==> config.mk <==
export PLATFORM = sky130hd
export DESIGN_NAME = bdpm_lane
export DESIGN_NICKNAME = d
export VERILOG_FILES = /design/src/design/bdpm_pkg.sv /design/src/design/bdpm_lane.sv
export SDC_FILE = /design/constraint.sdc
export NUM_CORES = 1
export LEC_CHECK = 0
export ABC_AREA = 1
export BUFFER_PORTS_ARGS = -buffer_cell sky130_fd_sc_hd__buf_4
export CORE_AREA = 2 2 153 155
export DETAILED_ROUTE_END_ITERATION = 10
export DIE_AREA = 0 0 155 157
export GPL_ROUTABILITY_DRIVEN = 0
export GPL_TIMING_DRIVEN = 1
export PLACE_DENSITY = 0.79
export SLEW_MARGIN = 30
export SYNTH_ARGS = -nofsm -noshare
export SYNTH_HDL_FRONTEND = slang
export SYNTH_SLANG_ARGS = --single-unit
==> constraint.sdc <==
create_clock -name clk -period 1.76 [get_ports clk]
set_input_delay 0.176 -clock clk [delete_from_list [all_inputs] [get_ports clk]]
set_output_delay 0.176 -clock clk [all_outputs]
set_load 0.02 [all_outputs]
==> src/design/bdpm_pkg.sv <==
`default_nettype none

package bdpm_pkg;

	localparam int MAX_BOXES_DEF = 16;

	localparam int SLOT_W   = 4;
	localparam int CORNER_W = 16;
	localparam int POS_W    = 12;
	localparam int ROI_W    = 12;
	localparam int SIZE_W   = 13;
	localparam int COUNT_W  = 5;
	localparam int WORD_W   = 32;
	localparam int NUM_CH   = 3;

	// image-space coordinate after clamping: roi_x + roi_width - 1 needs 14 bits
	localparam int COORD_W  = 14;

	localparam int CFG_IDX_W  = 3;
	localparam int CFG_DATA_W = 32;

	localparam logic [SIZE_W-1:0] ROI_SIZE_RESET = 13'd4096;

	typedef enum logic [CFG_IDX_W-1:0] {
		CFG_ROI_X      = 3'd0,
		CFG_ROI_Y      = 3'd1,
		CFG_ROI_WIDTH  = 3'd2,
		CFG_ROI_HEIGHT = 3'd3,
		CFG_NUM_BOXES  = 3'd4,
		CFG_THREE_CH   = 3'd5,
		CFG_DROP_WORD  = 3'd6
	} cfg_idx_t;

	typedef logic [COORD_W-1:0] coord_t;

	typedef struct packed {
		logic signed [CORNER_W-1:0] left;
		logic signed [CORNER_W-1:0] top;
		logic signed [CORNER_W-1:0] right;
		logic signed [CORNER_W-1:0] bottom;
	} box_t;

	typedef struct packed {
		coord_t rx;
		coord_t xmax;
		coord_t ry;
		coord_t ymax;
	} roi_lim_t;

	typedef struct packed {
		coord_t px;
		coord_t py;
	} pix_pos_t;

	typedef logic [NUM_CH-1:0][WORD_W-1:0] chan_t;

	// clamp a signed corner into [lo, hi], lo <= hi
	function automatic coord_t clamp_coord(logic signed [CORNER_W-1:0] v, coord_t lo,
		coord_t hi);
		logic signed [CORNER_W:0] vs;
		logic signed [CORNER_W:0] ls;
		logic signed [CORNER_W:0] hs;
		coord_t res;
		vs = (CORNER_W+1)'(v);
		ls = $signed({{(CORNER_W+1-COORD_W){1'b0}}, lo});
		hs = $signed({{(CORNER_W+1-COORD_W){1'b0}}, hi});
		if (vs < ls) begin
			res = lo;
		end else if (vs > hs) begin
			res = hi;
		end else begin
			res = v[COORD_W-1:0];
		end
		return res;
	endfunction

endpackage

`default_nettype wire

==> src/design/bdpm_lane.sv <==
`default_nettype none

module bdpm_lane (
	input  wire logic               clk,
	input  wire logic               adv,
	input  wire logic               wr,
	input  wire bdpm_pkg::box_t     box_in,
	input  wire bdpm_pkg::roi_lim_t lim,
	input  wire logic               active,
	input  wire bdpm_pkg::pix_pos_t pos_s1,
	input  wire bdpm_pkg::pix_pos_t pos_s2,
	output logic                    hit_s3
);

	bdpm_pkg::box_t   ent_q;
	bdpm_pkg::coord_t x1_s1;
	bdpm_pkg::coord_t y1_s1;
	bdpm_pkg::coord_t xmax_s1;
	bdpm_pkg::coord_t ymax_s1;
	logic signed [bdpm_pkg::CORNER_W-1:0] right_s1;
	logic signed [bdpm_pkg::CORNER_W-1:0] bottom_s1;
	bdpm_pkg::coord_t x2_s2;
	bdpm_pkg::coord_t y2_s2;
	logic             lo_s2;

	// table entry and clamped corners all move on the pipeline advance, so
	// a pixel sees exactly the loads accepted ahead of it
	always_ff @(posedge clk) begin
		if (wr) begin
			ent_q <= box_in;
		end
		if (adv) begin
			x1_s1     <= bdpm_pkg::clamp_coord(ent_q.left, lim.rx, lim.xmax);
			y1_s1     <= bdpm_pkg::clamp_coord(ent_q.top, lim.ry, lim.ymax);
			xmax_s1   <= lim.xmax;
			ymax_s1   <= lim.ymax;
			right_s1  <= ent_q.right;
			bottom_s1 <= ent_q.bottom;
			x2_s2     <= bdpm_pkg::clamp_coord(right_s1, x1_s1, xmax_s1);
			y2_s2     <= bdpm_pkg::clamp_coord(bottom_s1, y1_s1, ymax_s1);
			lo_s2     <= (pos_s1.px >= x1_s1) && (pos_s1.py >= y1_s1);
			hit_s3    <= active && lo_s2 && (pos_s2.px <= x2_s2) && (pos_s2.py <= y2_s2);
		end
	end

endmodule

`default_nettype wire

Yosys cells after proc, flatten, opt, wreduce, memory -nomap -nowiden

Cells that the tools add are included.

Input port bits: 180
Output and inout bits: 1
Register bits: 182
Word-level logic and storage cells: 38

Muxes and demuxes: 8
Order comparisons: 12
Reductions and logical operators: 4

Operators with widths:

| cell                                            | number |
|---|---|
| 14-bit two-way mux                              | 8 |
| 16-bit by 15-bit > comparator with 1-bit output | 4 |
| 16-bit by 15-bit < comparator with 1-bit output | 4 |
| 14-bit >= comparator                            | 2 |
| 14-bit <= comparator                            | 2 |
| 1-bit logical AND                               | 4 |

Logic depth before layout (Yosys ltp)

Gate-level depths: netlist of the first run.

Depth after elaboration: 3
Gate-level depth with buffers: 17
Depth with buffers taken out: 16

Least setup slack after synthesis of the first run

Ideal clock, no wire load.

Path kind: reg2reg
From: register ent_q[55] (netlist name)
To: register x1_s1[10], data pin
Clock period less this slack: 1.879 ns
Arrival time: 1.627 ns
Setup time: 0.252 ns
Required time: 1.508 ns
Buffers on the path: 1
Slack: -0.119 ns
Cell stages (with the launch flop): 14
Cell sequence: edfxtp_1 ha_1 nand2_1 nor2_1 nand2_1 nand2_1 nand2_2 nand2_4 nand2_4 buf_8 nand2_2 nand2_1 nand2_1 nand2_1

Word-level cells in the longest chain between the ends: 3
Elaborated cells on any way between the ends: 4
Those cells by class: order compare: 2; mux: 2

RTL lines:

| item                                            | line            | text |
|---|---|---|
| from (decl)                                     | bdpm_lane.sv:15 | `bdpm_pkg::box_t ent_q;` |
| from (signal assigned)                          | bdpm_lane.sv:30 | `ent_q <= box_in;` |
| 16-bit by 15-bit > comparator with 1-bit output | bdpm_pkg.sv:69  | `end else if (vs > hs) begin` |
| 14-bit two-way mux                              | bdpm_pkg.sv:69  |  |
| 14-bit two-way mux (*)                          | bdpm_pkg.sv:67  | `if (vs < ls) begin` |
| to (signal assigned)                            | bdpm_lane.sv:33 | `x1_s1 <= bdpm_pkg::clamp_coord(ent_q.left, lim.rx, lim.xmax);` |
| to (decl)                                       | bdpm_lane.sv:16 | `bdpm_pkg::coord_t x1_s1;` |

Mark *: on every way between the ends. The rest lies on a longest branch, timed or not.
A chain may end at the register's enable or synchronous reset.

Worst setup path after layout of the first run

From: register ent_q[49] (netlist name)
To: register x1_s1[1], data pin

The elaborated chain is that of the path after synthesis.

==> results of run 1 <==
[cell families after synthesis]
logic type,after synthesis,synth area share
adder cells (fa/ha/maj),164,0.177
AO/OA/AOI/OAI,97,0.0497
flip-flops,182,0.471
AND/OR/NAND/NOR,605,0.227
buffers and inverters,208,0.0754
[cell usage after synthesis (all sizes together)]
cell type    n
ha         164
a21oi       71
a21o         4
o211ai       1
nand2      459
nor2        41
nand4        8
nor4         3
buf         20
o221ai       2
o21bai       1
nand3       77
edfxtp     182
nor3        17
inv        188
a31oi        4
o21ai       14
[per-stage QoR]
stage | cell area (um2) | hold slack, ns | total power [W]
3_5_place_dp | 14200 | 0.355 | 0.00830
4_1_cts | 16400 | 0.0201 | 0.0127
6_report | 17800 | 0.0344 | 0.0139
2_1_floorplan | 11600 | 0.275 | 0.00705
3_3_place_gp | 14200 | 0.354 | 0.00816
5_1_grt | 17800 | 0.0371 | 0.0143
[worst min-delay path, delay by kind of cell]
| family | cells | cell delay [ns] |
|---|---|---|
| buffers and inverters | 1 | 0.10 |
| AND/OR/NAND/NOR | 2 | 0.09 |
[what timing repair did]
action                     in CTS  in global routing
cloned                          3                  7
hold buffers                   86                  0
buffers inserted               23                 30
hold endpoints to repair       86                  0
pin swaps                      59                105
gates resized for setup        91                209
setup endpoints to repair      57                 58
[area by class of cell]
type	count	area [um2]	area share
inverter	188	726	0.0409
sequential	182	5470	0.308
clock buffer	18	429	0.0242
tap	285	357	0.0201
clock inverter	14	196	0.0111
timing repair inverter	1	6.26	0.000352
multi-input combinational	869	6670	0.376
timing repair buffer	451	3900	0.220
[worst paths after layout]
| path | end | depth (start not counted) | slack, ns | start |
|---|---|---|---|---|
| worst max register to register | x1_s1[1] | 14 | -0.50 | ent_q[49] |
| worst max-delay path | x1_s1[1] | 14 | -0.50 | ent_q[49] |
| worst min-delay path | y1_s1[4] | 3 | 0.03 | lim[18] |
| worst min register to register | right_s1[3] | 0 | 0.42 | ent_q[19] |
[power by group]
group          internal (W)  switching [W]  leakage, nW
logic               0.00195        0.00220         6.32
registers           0.00523       0.000307         1.79
clock network       0.00239        0.00177        0.299
[registers in the layout (all words and copies together), names as in the netlist]
| name | count |
|---|---|
| y2_s2 | 14 |
| ent_q | 64 |
| ymax_s1 | 14 |
| bottom_s1 | 16 |
| lo_s2 | 1 |
| y1_s1 | 14 |
| xmax_s1 | 14 |
| hit_s3 | 1 |
| x1_s1 | 14 |
| right_s1 | 16 |
| x2_s2 | 14 |
[layer usage]
| layer | wire, um | part of all wire | vias up | GRT usage |
|---|---|---|---|---|
| li1 | - | - | 5087 | - |
| met1 | 15200 | 0.37 | 5374 | 0.328 |
| met2 | 20200 | 0.49 | 804 | 0.487 |
| met3 | 3610 | 0.087 | 261 | 0.0427 |
| met4 | 2490 | 0.060 | 0 | 0.103 |
| met5 | 0 | 0 | - | 0 |
==> summary by stage, run 1 <==
Floorplanning
For this configuration, the core starts out at a cell density of 0.516. The die boundary width is 155 um. The floorplan step defined a die boundary enclosing 24300 um2. In this run the vertical extent of the chip is 157 um.

Pin placement for this block handled 181 I/O pins. The number of rows in the core area is 55. The core region is 22500 um2.

Layout
The most common cell after layout, fill and taps aside is nand2_1. The area added between synthesis and finish is 53.0%. Leaving out fill and tap cells, the most frequent cells in the layout are 335 x nand2_1, 330 x buf_4, 182 x edfxtp_1. The count of non-filler cells in the finished layout is 2008.

0 antenna diodes ended up in the layout. Of the cells placed in the final design, the portion with a size suffix greater than 1 is 0.410. The final layout net count is 2054.

The final-layout fill cell count is 1184. For this run, the share of the core covered by cells in the final layout is 0.789.

Run status
The flow ran to the end, but the final reports show violations. The checks that failed: negative setup slack.

Setup path
The most numerous cell type found on the critical path is nand2_2. Along the worst path, the maximum fanout reaches 7. At the worst endpoint, the arrival time is 2.46 ns. The worst setup path is launched from a flop. The type of the worst setup path is flop to flop.

Among cell families on the critical path, the largest total delay comes from simple AND/OR/NAND/NOR gates. Walking the worst path, the cells encountered are ha_4 -> nand2_2 -> nand2_2 -> nand2_2 -> nand2_2 -> nand2_2 -> nand2_2 -> nand2_2 -> nand2_4 -> nand2_4 -> nand2_1 -> nand2_1 -> nand2_1 -> nand2_1. Among all stages on the critical path, the largest delay is contributed by edfxtp_1. The kind of end point of the critical path is a flop.

The delay of the slowest cell on the worst path is 0.48 ns. STA puts the critical path data required time at 1.96 ns. The buffer and inverter count on the worst path is 0.

Pwr
Across the VDD grid, the largest voltage drop is 0.808 mV. The power per unit of standard cell area is 781 nW/um2. For this design the static power due to leakage is 8.41 nW.

Synth
Averaged over all synthesized cells, the footprint is 9.24 um2. The synthesized netlist occupies a cell area of 11600 um2. The synthesized instance count is 1256. After synthesis, the netlist uses 27 different library cells. The top cell type's share of synthesized area is 0.471. The post-synthesis cell type with the largest combined area is edfxtp_1. The Yosys step of the flow raised 0 warnings.

Yosys attributes the largest share of cell area to edfxtp_1 47%, ha_1 18%, nand2_1 13%, inv_1 5.9%, nand3_1 3.1%. The post-synthesis register bit count is 182. The number of nets handed over by synthesis was 1600. The sequential element share of the synthesized area is 0.471.

CTS
The clock insertion delay at the later pin of the skew report is 0.45 ns. The H-tree depth is 4. The number of buffers added by the clock tree synthesis step is 17.

The clock root buffer is clkbuf_16. The maximum clock path buffer count is 2. The clock tree from TritonCTS is built. The clock drives 182 sinks. The CTS clock-pin slew for the worst setup and hold paths is 0.07 ns.

Timing
The least setup slack across all paths after layout is -0.503 ns. Setup repair after global routing could not meet its margin everywhere. The worst path in the final design needs a cycle of 2.26 ns, including I/O delays and setup. The post-route fraction of the period consumed by the critical path is 1.29. The worst pin sits at a relative slew slack of 0.708. The final hold violation count is 0. The post-route setup TNS is -19.62 ns. The post-route clock skew is 0.0129 ns. The max-slew violation count was 0.

Static timing analysis puts the maximum clock frequency at 442 MHz. For the pin with the worst max-slew slack, the measured transition is 0.438 ns. Setup violations remaining at the end of the flow were counted as 56.

GRT
Global routing finished with a remaining overflow of 0. The initial antenna violation count came to 0. The maximum number of pins on one net before global-route repair is 73. For this run, the total global-route usage over all layers was measured as 0.271.

The first-pass GRT wire length is 51500 um. The number of global-route vias before repair is 10700.

Place
In this run the tool buffered the top-level ports with 180 buffer cells. The placed wire-length estimate is 22300 um. The pre-CTS setup slack is -0.251 ns. Counting tap cells, the placed design contains a total of 1827 instances.

Route
Summed over all layers, the routed wires come to 41500 um. The detailed router placed 11500 vias in this run. The average detailed-routed wire length per instance is 20.7 um. The detailed router finished its first iteration with 1633 violations. In this run the remaining antenna-violating nets after routing total 0. The pre-antenna-repair detailed-routing pass consisted of 9 iterations. The total DRC errors in the routed layout is 0.

The post-detailed-route via-to-cell ratio is 5.74.

Worst hold path
In this run the worst hold path is classified as primary input to flop.

Job
Across the run, the number of max-cap violations was 0.
Note: power is estimated with default switching activity, not from simulation.
==> run 2: changes to the inputs <==
--- a/config.mk
+++ b/config.mk
@@ -13,6 +13,7 @@
 export GPL_ROUTABILITY_DRIVEN = 0
 export GPL_TIMING_DRIVEN = 1
 export PLACE_DENSITY = 0.79
+export SETUP_SLACK_MARGIN = 0.15
 export SLEW_MARGIN = 30
 export SYNTH_ARGS = -nofsm -noshare
 export SYNTH_HDL_FRONTEND = slang
==> run 2 against run 1 <==
  * Register-to-register slack better by 0.07 ns
  * Non-clock buffer count grew 4
  * Largest power group unchanged
  * Final cell count rose by 0.20%
  * Worst hold slack lost 0.0095 ns
  * Cell area increased by 1.4%
  * Maximum frequency increased by 3.0%
  * Die area stayed put
  * Critical path type unchanged
  * Utilization is 1.1 points higher
  * Combinational power is 3% higher
  * Via count is 1.1% lower
  * The run still ends with negative setup slack left
==> summary by stage, run 2 (synthesized netlist as in run 1, its figures left out) <==
Route
The first-pass iteration count of the detailed router came to 8 (was 9). The average detailed-routed wire length per instance is 20.1 um (was 20.7 um). The post-detailed-route via-to-cell ratio is 5.67 (was 5.74). The number of violations reported at the end of detailed-routing iteration 0 was 1288 (was 1633).

The detailed-route via count came to 11400 (was 11500). The remaining antenna violation count after routing is 0 (unchanged). The total detailed-routing wirelength came to 40500 um (was 41500 um). The total DRC errors in the routed layout is 0 (unchanged).

Place
The placed wire-length estimate is 22200 um (was 22300 um). The placed cell count is 1832 (was 1827). The number of input and output port buffers inserted was 180 (unchanged).

Timing
The max-slew violation count is 0 (unchanged). The final hold violation count is 0 (unchanged). Setup repair after global routing missed its margin: yes (unchanged). The actual transition at the worst max-transition pin is 0.427 ns (was 0.438 ns). The post-route fraction of the period consumed by the critical path is 1.25 (was 1.29).

The highest achievable clock rate is 455 MHz (was 442 MHz). The least setup slack across all paths after layout is -0.437 ns (was -0.503 ns). The post-route clock skew is 0.0130 ns (was 0.0129 ns). The minimum period implied by the final worst setup slack came to 2.20 ns (was 2.26 ns). The final setup violation count is 57 (was 56).

The normalized max-slew margin came to 0.716 (was 0.708). The post-route setup TNS is -17.86 ns (was -19.62 ns).

Setup path
The buffer and inverter count on the worst path is 3 (was 0). The critical path launch point type is a flop (unchanged). The endpoint required time on the critical path came to 1.96 ns (about the same). The maximum fanout along the worst path came to 4 (was 7). The data arrival at the endpoint of the critical path came to 2.40 ns (was 2.46 ns).

The kind of end point of the critical path is a flop (unchanged). Cell breakdown of the critical path: inv_1 -> ha_1 -> nand4_1 -> nor2_4 -> a31oi_4 -> buf_6 -> buf_4 -> nand3_1 -> nand2_1 -> nand2_1 -> nand2_1 (was ha_4 -> nand2_2 -> nand2_2 -> nand2_2 -> nand2_2 -> nand2_2 -> nand2_2 -> nand2_2 -> nand2_4 -> nand2_4 -> nand2_1 -> nand2_1 -> nand2_1 -> nand2_1). The cell with the biggest individual delay on the critical path was edfxtp_1 (unchanged). The delay of the slowest cell on the worst path is 0.39 ns (was 0.48 ns). The type of the worst setup path is flop to flop (unchanged). The cell class contributing the biggest share of worst-path delay is simple AND/OR/NAND/NOR gates (unchanged). The dominant cell type by count on the critical path is nand2_1 (was nand2_2).

Floorplanning
The die boundary width is 155 um (unchanged). The die area was 24300 um2 (unchanged). The area of the placeable core is 22500 um2 (unchanged).

The number of rows in the core area is 55 (unchanged). The number of placed I/O pins is 181 (unchanged). The effective utilization at floorplan is 0.516 (unchanged).

The die span in y is 157 um (unchanged).

Layout
The most common cell after layout, fill and taps aside was buf_4 (was nand2_1). The final standard cell utilization of the core was 0.800 (was 0.789). The share of cells above drive strength 1 is 0.433 (was 0.410). The count of non-filler cells in the finished layout is 2012 (was 2008). The number of flip-flops in the largest register came to 64 (unchanged). The final-layout fill cell count is 1163 (was 1184). The final layout net count was 2059 (was 2054). The number of antenna repair diodes was 0 (unchanged). The largest register by flop count is ent_q (unchanged).

Top flop regs: ent_q (64), bottom_s1 (16), right_s1 (16) (unchanged). The area added between synthesis and finish was 55.2% (was 53.0%). Most frequent cells in the layout: 322 x buf_4, 317 x nand2_1, 182 x edfxtp_1 (was 335 x nand2_1, 330 x buf_4, 182 x edfxtp_1).

Pwr
The power per unit of standard cell area came to 761 nW/um2 (was 781 nW/um2). The worst ir drop on vdd was 0.842 mV (was 0.808 mV). The reported leakage power was 8.47 nW (was 8.41 nW).

Worst hold path
The kind of path behind the tightest hold check is primary input to flop (unchanged).

CTS
The H-tree depth is 4 (unchanged). The clock insertion delay at the later pin of the skew report was 0.45 ns (about the same). The number of buffers added by the clock tree synthesis step came to 17 (unchanged). The maximum clock path buffer count is 2 (unchanged). The CTS clock-pin slew for the worst setup and hold paths came to 0.07 ns (about the same).

The clock sink count came to 182 (unchanged). The clock tree from TritonCTS is built (unchanged). The clock root buffer is clkbuf_16 (unchanged).

GRT
The aggregate global-route resource usage was 0.267 (was 0.271). The first-pass GRT wire length is 50500 um (was 51500 um). The number of global-route vias before repair was 10300 (was 10700).

The sum of overflow across all layers after global routing is 0 (unchanged). The initial antenna violation count is 0 (unchanged). The maximum number of pins on one net before global-route repair is 65 (was 73).

Job
The number of max-cap violations is 0 (unchanged).

Run status
Failing checks: negative setup slack (unchanged). Status: finished, violations left (unchanged).
[run 2: cell count changes in the layout (fill, tap and decap cells not counted), moves of 4 or more]
cell     before  now
a21oi_2      24   29
buf_4       330  322
nand2_1     335  317
buf_6        17   27
a21oi_1      44   38
ha_4         47   54
nor2_1       25   20
o21ai_0       9    4
nor2_2        9   13
ha_1        116  110
nand2_2     103  117
o21ai_1       5    9
[run 2: layer usage]
metal	up-vias	global-route usage	routed length (um)
met5	-	0	0
met1	5320	0.329	14900
met3	203	0.0482	3510
met4	0	0.105	2020
li1	5101	-	-
met2	777	0.468	20100
[run 2: worst min-delay path, cell delays in order]
cell and delay [ns]:
buf_4 0.09, nand2_1 0.05, nand2_1 0.05
[run 2: path summary, 6_finish.rpt]
| kind | slack, ns | from | to | cells after the start |
|---|---|---|---|---|
| setup / recovery | -0.44 | ymax_s1[11] | y2_s2[9] | 11 |
| hold / removal | 0.02 | lim[16] | y1_s1[2] | 3 |
| setup reg to reg | -0.44 | ymax_s1[11] | y2_s2[9] | 11 |
| hold reg to reg | 0.42 | ent_q[1] | bottom_s1[1] | 0 |
[run 2: report_power, final]
part	switching (W)	internal [W]	total, W
Sequential	0.000302	0.00523	0.00554
Combinational	0.00225	0.00203	0.00427
Clock	0.00181	0.00210	0.00391
[run 2: final cells by class]
type                            count  area (um2)  area share
Tap cell                          285         357      0.0198
Clock buffer                       17         425      0.0236
Timing Repair inverter              1        6.26    0.000347
Inverter                          188         731      0.0406
Sequential cell                   182        5470       0.303
Clock inverter                     14         149     0.00827
Multi-Input combinational cell    870        6890       0.383
Timing Repair Buffer              455        3990       0.221
[run 2: per-stage QoR]
stage / cell area (um2) / total power [W] / setup WS, ns / hold slack, ns
2_1_floorplan: 11600 / 0.00705 / -0.0586 / 0.275
3_3_place_gp: 14300 / 0.00817 / -0.164 / 0.354
3_5_place_dp: 14300 / 0.00832 / -0.210 / 0.355
4_1_cts: 16400 / 0.0125 / -0.170 / 0.00837
5_1_grt: 18000 / 0.0142 / -0.483 / 0.0177
6_report: 18000 / 0.0137 / -0.437 / 0.0249
[run 2: timing repair]
action                     in CTS  in global routing
buffers inserted               26                 22
setup endpoints to repair      58                 58
gates cloned                    3                 11
pin swaps                      40                157
hold endpoints to repair       87                  0
hold buffers                   87                  0
gates resized for setup       105                258
==> run 3: changes to the inputs <==
--- a/config.mk
+++ b/config.mk
@@ -6,13 +6,14 @@
 export NUM_CORES = 1
 export LEC_CHECK = 0
 export ABC_AREA = 1
-export BUFFER_PORTS_ARGS = -buffer_cell sky130_fd_sc_hd__buf_4
-export CORE_AREA = 2 2 153 155
+export BUFFER_PORTS_ARGS = -buffer_cell sky130_fd_sc_hd__buf_2
+export CORE_AREA = 2 2 150 152
+export CTS_BUF_LIST = sky130_fd_sc_hd__clkbuf_4 sky130_fd_sc_hd__clkbuf_8
 export DETAILED_ROUTE_END_ITERATION = 10
-export DIE_AREA = 0 0 155 157
+export DIE_AREA = 0 0 152 154
 export GPL_ROUTABILITY_DRIVEN = 0
 export GPL_TIMING_DRIVEN = 1
-export PLACE_DENSITY = 0.79
+export PLACE_DENSITY = 0.82
 export SETUP_SLACK_MARGIN = 0.15
 export SLEW_MARGIN = 30
 export SYNTH_ARGS = -nofsm -noshare
==> run 3 against run 2 <==
  * The run still ends with negative setup slack left
  * Utilization increased by 1.2 points
  * Final cell count increased by 0.89%
  * Global-route usage increased by 3.8 points
  * Non-clock buffer count increased by 19
  * Clock skew increased by 0.0015 ns
  * Combinational power increased by 4%
  * Wire length increased by 19%
  * Largest cell class unchanged
  * Highest routed layer unchanged
==> summary by stage, run 3 (synthesized netlist as in run 1, its figures left out) <==
Run status
Status: finished, violations left (unchanged). Failing checks: negative setup slack (unchanged).

Layout
The multi-input gate area in the final layout is 6990 um2 (was 6890 um2). The final layout net count is 2079 (was 2059). The count of non-filler cells in the finished layout was 2030 (was 2012). The area added between synthesis and finish is 51.8% (was 55.2%). Most frequent cells in the layout: 287 x nand2_1, 182 x edfxtp_1, 179 x buf_2 (was 322 x buf_4, 317 x nand2_1, 182 x edfxtp_1). The footprint of the flip-flops and latches was 5470 um2 (unchanged). The largest register by flop count is ent_q (unchanged). The final-layout fill cell count is 980 (was 1163). The share of cells above drive strength 1 is 0.454 (was 0.433). Top flop regs: ent_q (64), bottom_s1 (16), right_s1 (16) (unchanged). The number of flip-flops in the largest register is 64 (unchanged). The most common cell after layout, fill and taps aside is nand2_1 (was buf_4).

Setup path
The endpoint required time on the critical path came to 2.02 ns (was 1.96 ns). The type of the worst setup path is flop to flop (unchanged). The worst reg2reg path depth was 13 (was 11). The critical path launch point type is a flop (unchanged). The maximum fanout along the worst path is 7 (was 4).

The data arrival at the endpoint of the critical path is 2.57 ns (was 2.40 ns). The kind of end point of the critical path is a flop (unchanged).

GRT
The maximum number of pins on one net before global-route repair came to 65 (unchanged). The number of global-route vias before repair was 11300 (was 10300). The initial antenna violation count is 1 (was 0). The first-pass GRT wire length was 56700 um (was 50500 um). The met3 usage in global routing is 0.0527 (was 0.0482).

The aggregate global-route resource usage is 0.305 (was 0.267). The most used routing layer is met2 (unchanged). The sum of overflow across all layers after global routing came to 0 (unchanged). The global-route met1 utilization is 0.362 (was 0.329). The global-route track usage on met2 is 0.534 (was 0.468).

Timing
The least setup slack across all paths after layout was -0.554 ns (was -0.437 ns). The max-slew violation count is 0 (unchanged). The highest achievable clock rate is 432 MHz (was 455 MHz).

The normalized max-slew margin is 0.743 (was 0.716). The final hold violation count is 0 (unchanged). The actual transition at the worst max-transition pin came to 0.386 ns (was 0.427 ns). The minimum period implied by the final worst setup slack is 2.31 ns (was 2.20 ns). The worst slack on hold paths came to 0.000349 ns (was 0.0249 ns). The post-route clock skew is 0.0145 ns (was 0.0130 ns). The final setup violation count is 57 (unchanged). Setup repair after global routing missed its margin: yes (unchanged).

The post-route fraction of the period consumed by the critical path is 1.31 (was 1.25).

Floorplanning
The number of rows in the core area was 54 (was 55). The number of placed I/O pins came to 181 (unchanged). The effective utilization at floorplan is 0.535 (was 0.516). The die span in y was 154 um (was 157 um). The die boundary width came to 152 um (was 155 um).

The die area is 23400 um2 (was 24300 um2). The area of the placeable core was 21700 um2 (was 22500 um2).

CTS
The maximum clock path buffer count was 2 (unchanged). The H-tree depth is 4 (unchanged). The clock root buffer is clkbuf_8 (was clkbuf_16).

The clock sink count is 182 (unchanged). The clock tree from TritonCTS was built (unchanged). The clock insertion delay at the later pin of the skew report is 0.50 ns (was 0.45 ns). The number of buffers added by the clock tree synthesis step is 17 (unchanged). The CTS clock-pin slew for the worst setup and hold paths is 0.10 ns (was 0.07 ns).

Worst hold path
The cell count of the worst hold path is 3 (unchanged). The kind of path behind the tightest hold check was primary input to flop (unchanged).

Route
The total detailed-routing wirelength is 48300 um (was 40500 um). The average detailed-routed wire length per instance is 23.8 um (was 20.1 um). The total DRC errors in the routed layout is 0 (unchanged). The post-detailed-route via-to-cell ratio is 6.16 (was 5.67). The number of violations reported at the end of detailed-routing iteration 0 is 1987 (was 1288). The remaining antenna violation count after routing is 0 (unchanged). The first-pass iteration count of the detailed router is 7 (was 8). The detailed-route via count is 12500 (was 11400).

Place
The placed cell count is 1819 (was 1832). The pre-CTS setup slack is -0.242 ns (was -0.210 ns). The number of input and output port buffers inserted was 180 (unchanged).

The placed wire-length estimate is 21700 um (was 22200 um).

Job
The number of max-cap violations is 0 (unchanged).

Pwr
The final total power is 0.0131 W (was 0.0137 W). The power per unit of standard cell area is 745 nW/um2 (was 761 nW/um2). The reported leakage power is 8.33 nW (was 8.47 nW).

The worst ir drop on vdd is 0.571 mV (was 0.842 mV).
==> run 3: worst paths after layout <==
| check | from | endpoint | slack [ns] |
|---|---|---|---|
| min reg2reg | ent_q[4] | bottom_s1[4] | 0.44 |
| max reg2reg | ymax_s1[9] | y2_s2[7] | -0.55 |
| min | lim[46] | x1_s1[4] | 0.0003 |
| max | ymax_s1[9] | y2_s2[7] | -0.55 |
==> run 3: report_power, final <==
part	leakage (nW)	total [W]	switching [W]	internal [W]
combinational	6.34	0.00446	0.00251	0.00195
sequential	1.79	0.00556	0.000332	0.00523
clock	0.204	0.00310	0.00179	0.00131
==> run 3: worst max-delay path: stages, from the launching register on <==
cell and delay (ns):
edfxtp_1 0.45, inv_1 0.13, ha_1 0.27, nand2_1 0.11, nand2_1 0.09, nand3_1 0.09, nand2_1 0.10, a21oi_2 0.19
nand2_4 0.14, clkbuf_16 0.20, nand3_2 0.07, nand2_1 0.08, nand2_1 0.09, nand2_1 0.06
==> run 3: metrics by stage <==
step | utilization | TNS (ns) | area (um2)
2_1_floorplan | - | -1.99 | 11600
3_3_place_gp | 0.632 | -4.85 | 13700
3_5_place_dp | 0.632 | -9.01 | 13700
4_1_cts | 0.750 | -8.45 | 16300
5_1_grt | 0.812 | -28.01 | 17600
6_report | 0.812 | -26.36 | 17600
==> run 3: layout make-up <==
class                           instances  area share
Antenna cell                            2    0.000284
Clock buffer                           17      0.0133
Clock inverter                         15     0.00959
Inverter                              188      0.0413
Multi-Input combinational cell        869       0.397
Sequential cell                       182       0.310
Tap cell                              280      0.0199
Timing Repair Buffer                  474       0.207
Timing Repair inverter                  3     0.00135
==> run 3: routing by layer <==
layer  share of wire  up-vias
met4           0.082        0
met2            0.45     1267
li1                -     5149
met5               0        -
met3            0.13      425
met1            0.34     5672
==> run 3: repair_timing <==
item | 4_1_cts | 5_1_grt
pin swaps | 80 | 139
setup buffers | 36 | 28
gates resized for setup | 160 | 254
hold endpoints to repair | 101 | 0
setup endpoints to repair | 58 | 58
hold buffers | 101 | 0
gates cloned | 8 | 4
